**src/rtl/hbp_pkg.sv**
```systemverilog
// ----------------------------------------------------------------------------
// hbp_pkg
// Shared widths, function codes and types of the Huffman bit packer.
// ----------------------------------------------------------------------------
package hbp_pkg;

    localparam int FUNC_W  = 2;
    localparam int SYM_W   = 8;
    localparam int CODE_W  = 23;
    localparam int LEN_W   = 5;
    localparam int BYTE_W  = 8;
    localparam int TDATA_W = 40;   // symbol + code_bits + code_len, byte padded

    // pending bits (at most 7) plus one full code
    localparam int ACC_W   = 7 + CODE_W;
    localparam int CNT_W   = 5;

    localparam int QUEUE_DEPTH = 4;
    localparam int QPTR_W      = 2;
    localparam int QCNT_W      = 3;

    localparam int DEF_MAX_CODE_LEN = 23;
    localparam int DEF_ALPHABET     = 256;

    localparam logic [FUNC_W-1:0] FUNC_LOAD   = 2'd0;
    localparam logic [FUNC_W-1:0] FUNC_ENCODE = 2'd1;
    localparam logic [FUNC_W-1:0] FUNC_FINISH = 2'd2;

    typedef struct packed {
        logic [LEN_W-1:0]  len;
        logic [CODE_W-1:0] code;   // bits above len are zero
    } t_code;

    typedef struct packed {
        logic  fin;
        t_code c;
    } t_entry;

endpackage

```
**src/rtl/hbp_fifo.sv**
```systemverilog
// ----------------------------------------------------------------------------
// hbp_fifo
// Short queue of looked-up codes between the front and the packer.
// ----------------------------------------------------------------------------
module hbp_fifo
    import hbp_pkg::*;
(
    input  logic   i_clk,
    input  logic   i_rst_n,
    input  logic   i_push,
    input  t_entry i_data,
    output logic   o_full,
    output logic   o_valid,
    input  logic   i_pop,
    output t_entry o_data
);

    t_entry              r_mem [QUEUE_DEPTH];
    logic [QPTR_W-1:0]   r_wp;
    logic [QPTR_W-1:0]   r_rp;
    logic [QCNT_W-1:0]   r_cnt;
    logic [QCNT_W-1:0]   n_cnt;

    assign o_full  = r_cnt == QCNT_W'(QUEUE_DEPTH);
    assign o_valid = r_cnt != '0;
    assign o_data  = r_mem[r_rp];

    always_ff @(posedge i_clk) begin
        if (i_push) begin
            r_mem[r_wp] <= i_data;
        end
    end

    always_comb begin
        n_cnt = r_cnt;
        case ({i_push, i_pop})
            2'b10:   n_cnt = r_cnt + QCNT_W'(1);
            2'b01:   n_cnt = r_cnt - QCNT_W'(1);
            default: ;
        endcase
    end

    always_ff @(posedge i_clk) begin
        if (!i_rst_n) begin
            r_wp  <= '0;
            r_rp  <= '0;
            r_cnt <= '0;
        end else begin
            if (i_push) r_wp <= r_wp + QPTR_W'(1);
            if (i_pop)  r_rp <= r_rp + QPTR_W'(1);
            r_cnt <= n_cnt;
        end
    end

endmodule

```
**config.mk**
```make
export PLATFORM = sky130hd
export DESIGN_NAME = hbp_fifo
export DESIGN_NICKNAME = d
export VERILOG_FILES = /design/src/rtl/hbp_pkg.sv /design/src/rtl/hbp_fifo.sv
export SDC_FILE = /design/constraint.sdc
export NUM_CORES = 1
export LEC_CHECK = 0
export ABC_AREA = 1
export ABC_CLOCK_PERIOD_IN_PS = 2200
export CORE_UTILIZATION = 30
export DETAILED_ROUTE_END_ITERATION = 7
export DONT_BUFFER_PORTS = 1
export PLACE_DENSITY_LB_ADDON = 0.08
export SETUP_SLACK_MARGIN = 0.5
export SLEW_MARGIN = 20
export SYNTH_ARGS = -nofsm -noshare
export SYNTH_HDL_FRONTEND = slang
export SYNTH_SLANG_ARGS = --single-unit
export TNS_END_PERCENT = 10
```
**constraint.sdc**
```tcl
create_clock -name i_clk -period 2.2 [get_ports i_clk]
set_input_delay 0 -clock i_clk [delete_from_list [all_inputs] [get_ports i_clk]]
set_output_delay 0 -clock i_clk [all_outputs]
set_load 0.05 [all_outputs]
```
Yosys cells after proc, flatten, opt, wreduce, memory -nomap -nowiden
Memory sizes are Yosys's and may differ from the RTL's. A register that Yosys moved wholly into a read port is not among the register bits.
Cells that the tools add are included.
Operators by class
  add/sub/neg operators: 4
  eq/ne operators: 3
  muxes and demuxes: 5
  reduce and logical (&&, ||, !) cells: 2
Operators with widths (count)
  $pmux W3 S2: 1
  $add A2 B1 Y2 const B: 2
  $mux W2: 2
  $add A3 B1 Y3 const B: 1
  $eq A3 B3 Y1 const B: 1
  $reduce_bool A3 Y1: 1
  $sub A3 B1 Y3 const B: 1
  $eq A2 B1 Y1 const B: 1
  $eq A2 B2 Y1 const B: 1
  $mux W1: 2
  $reduce_bool A2 Y1: 1
Storage, ports and cells
  bits in registers: 7
  bits in writable memories: 116
  input bits: 33
  output and inout bits: 31
  logic and storage cells: 18
  memories: 1
Memory list
  r_mem: depth 4, bits a word 29, rd ports 1, clocked after Yosys merged registers in 1, write ports 1, RTL line hbp_fifo.sv:18  | t_entry r_mem [QUEUE_DEPTH];

Depth between registers and ports, before layout
  depth after elaboration: 3
  mapped depth: 8
  mapped depth without buffers: 8

Worst setup path after synthesis
Ideal clock, no wire load.
  path kind: reg-to-reg
  from: register r_wp[0]
  to: memory r_mem[2][0] in the netlist's numbering (enable)
  library setup time: 0.384 ns
  arrival time: 1.165 ns
  required time: 1.816 ns
  slack: 0.651 ns
  stages on the path, launching flop included: 5
  buffers on the path: 0
  period minus slack after synthesis: 1.549 ns
  cells stage by stage: dfxtp_1 -> inv_1 -> ha_1 -> nand2_1 -> inv_1
RTL lines
  from (decl): RTL line hbp_fifo.sv:19  | logic [QPTR_W-1:0] r_wp;
  from (signal assigned): RTL line hbp_fifo.sv:49  | if (i_push) r_wp <= r_wp + QPTR_W'(1);
  to (decl): RTL line hbp_fifo.sv:18
Straight into the memory's write port.

==> flow_summary.yaml <==
status:
  status: "finished clean"
layout:
  drive_gt1_frac: 0.280
  final_cells: 652
  fin_util: 0.418
  nets: 462
  final_cell_mix: "116 x edfxtp_1, 50 x o21ai_0, 48 x nor2_1, 33 x dlygate4sd3_1, 23 x buf_4"
  fill_cells: 1502
  layout_commonest_cell: "edfxtp_1"
  postLayoutCellArea_mm2: 0.00664
  num_antenna_cells: 0
  area_delta_synth_final_pct: 35.5
grt:
  grt_max_degree: 30
  grt_overflow: 0
  antenna_found_initial: 0
  grt_pass1_wl_mm: 16.6
  grt_use_total: 0.139
  grt_pass1_vias: 2985
logic_synthesis:
  synth_area_per_cell_um2: 14.4
  synthTopCellsByArea: "edfxtp_1 71%, o21ai_0 5.5%, o22ai_2 4.9%, dfxtp_1 3.7%, nor2_1 3.7%"
  synth_seq_cells: 125
  synth_fp_nets: 379
  ys_types: 20
  yosys_warnings: 0
  synth_seq_area_share: 0.748
  synth_area_mm2: 0.00490
  syn-instance-count: 340
  synth_top_cell_by_area: "edfxtp_1"
  synth_top_area_frac: 0.711
drt:
  vias_per_cell: 4.44
  ant_nets: 0
  routed_wl_mm: 11.0
  remaining_drc_errors: 0
  num_vias: 2897
  wl_per_cell_um: 16.8
  first_pass_iters: 4
  dr.first_iter.drc_count: 192
worst_hold_path:
  hold_class: "in -> reg"
  hold_end: "r_mem[1][27]$_DFFE_PP_"
  holdCritStartpoint: "i_push"
  worstHoldPathCells: 3
worst_setup_path:
  critPathLaunchType: "flop"
  rr_startpoint: "r_wp[0]$_SDFFE_PN0P_"
  arrival_ns: 1.66
  rr_endpoint: "r_mem[2][2]$_DFFE_PP_"
  crit_path_max_fanout: 11
  reg2regPathDepth: 5
  cp.required_ns: 2.20
  setup.worst_path.class: "reg -> out"
  rrSetupSlack_ns: 0.72
  cp-end-kind: "primary output"
sta:
  max_slew_margin: 0.681
  period_share: 0.757
  period_minus_slack_ns: 1.66
  hold_slack_ns: 0.0464
  setup_viol: 0
  rsz0062_at_grt: "true"
  finalSetupTns_ns: 0
  worstMarginPinSlew_ns: 0.479
  fmax_mhz: 601
  slew_viol_final: 0
  hold_violations: 0
  setup_slack_ns: 0.536
  clock_skew_ns: 0.00765
cts:
  root_buffer: "clkbuf_16"
  clk-insertion-delay-late_ns: 0.41
  clk_pin_slew_ns: 0.06
  h-tree-depth: 4
  numCtsBuffers: 17
  clk_path_buf_depth: 2
  cts_tree: "done"
  cts.sinks: 125
power:
  fin_total_pwr_mw: 6.27
  p_leak_nw: 2.34
  powerDensity_mw_per_mm2: 944
  ir_drop_uv: 525
floorplanning:
  num_rows: 46
  start_util: 0.308
  ioPinCount: 64
  core_mm2: 0.0159
  die_x_um: 130
  die-area_mm2: 0.0168
  die_h_um: 130
placed_design:
  post-place-ws_ns: 0.704
  dp_hpwl_mm: 6.10
  finalWeightedCongestion: 0.714
  placed_cell_area_mm2: 0.00565
  placedCellCount: 583
  io_buffers: 0
flow_run:
  cap_violations: 0
[cells by family (layout without fill, tap and decap cells)]
kind of cell | after synthesis | in the layout | synth area share
AOI/OAI and AO/OA | 97 | 97 | 0.131
adders and majority gates | 6 | 6 | 0.0169
buffers and inverters | 33 | 129 | 0.0335
DFF | 125 | 125 | 0.748
and+or+nand+nor | 79 | 79 | 0.0710
[timing repair]
| item | in CTS | in global routing |
|---|---|---|
| endpoints found under the hold margin | 125 | 0 |
| resized for setup | 9 | 10 |
| gates cloned | 1 | 2 |
| pin swaps | 0 | 0 |
| hold buffers | 33 | 0 |
| endpoints found under the setup margin | 29 | 22 |
| setup buffers | 0 | 1 |
[per-layer routing]
| layer | global-route usage | share of wire |
|---|---|---|
| met5 | 0 | 0 |
| met4 | 0.0554 | 0.011 |
| met3 | 0.0484 | 0.046 |
| met2 | 0.232 | 0.49 |
| met1 | 0.165 | 0.45 |
[critical path: stages (launching register included)]
cell and delay (ns):
dfxtp_4 0.45, clkinv_8 0.12, buf_4 0.19, o21ai_0 0.21
o22ai_2 0.12, buf_12 0.16
[worst max path at each step]
stage / from / endpoint / slack (ns)
2_1_floorplan: r_wp[0]$_SDFFE_PN0P_ / r_mem[2][0]$_DFFE_PP_ / 0.65
3_3_place_gp: flop / o_data[19] / 0.71
3_5_place_dp: r_wp[0]$_SDFFE_PN0P_ / r_mem[2][10]$_DFFE_PP_ / 0.70
4_1_cts: flop / o_data[19] / 0.50
5_1_grt: flop / o_data[5] / 0.45
6_report: flop / o_data[25] / 0.54
[power by group]
| group | internal (mW) | switching [mW] |
|---|---|---|
| registers | 2.71 | 0.0365 |
| logic | 0.402 | 0.627 |
| clock network | 1.45 | 1.05 |
[Yosys cell counts]
cell type and count:
inv_1 13, fa_1 1, nand4_1 1, clkbuf_1 5, buf_4 2, buf_2 8
nand2_1 10, o22ai_2 19, o22ai_1 10, dfxtp_1 9, a21oi_1 4, buf_6 3
edfxtp_1 116, o21ai_1 10, nor2_1 48, nor3_1 1, o21ai_0 54, nor2_2 19
inv_2 2, ha_1 5
[final cells by class]
cell class	count	area [µm²]	area share
Sequential cell	125	3670	0.553
Multi-Input combinational cell	182	1070	0.161
Timing Repair Buffer	81	1010	0.152
Clock buffer	17	425	0.0641
Tap cell	216	270	0.0407
Clock inverter	15	116	0.0175
Inverter	15	71.3	0.0107
Timing Repair inverter	1	8.76	0.00132
[flip-flops by register name, summed over array words and instances (netlist names), named ones only]
| register | flops |
|---|---|
| r_mem | 116 |
| r_wp | 2 |
| r_cnt | 3 |
| r_rp | 2 |
Power figures use the tool's default switching activity.
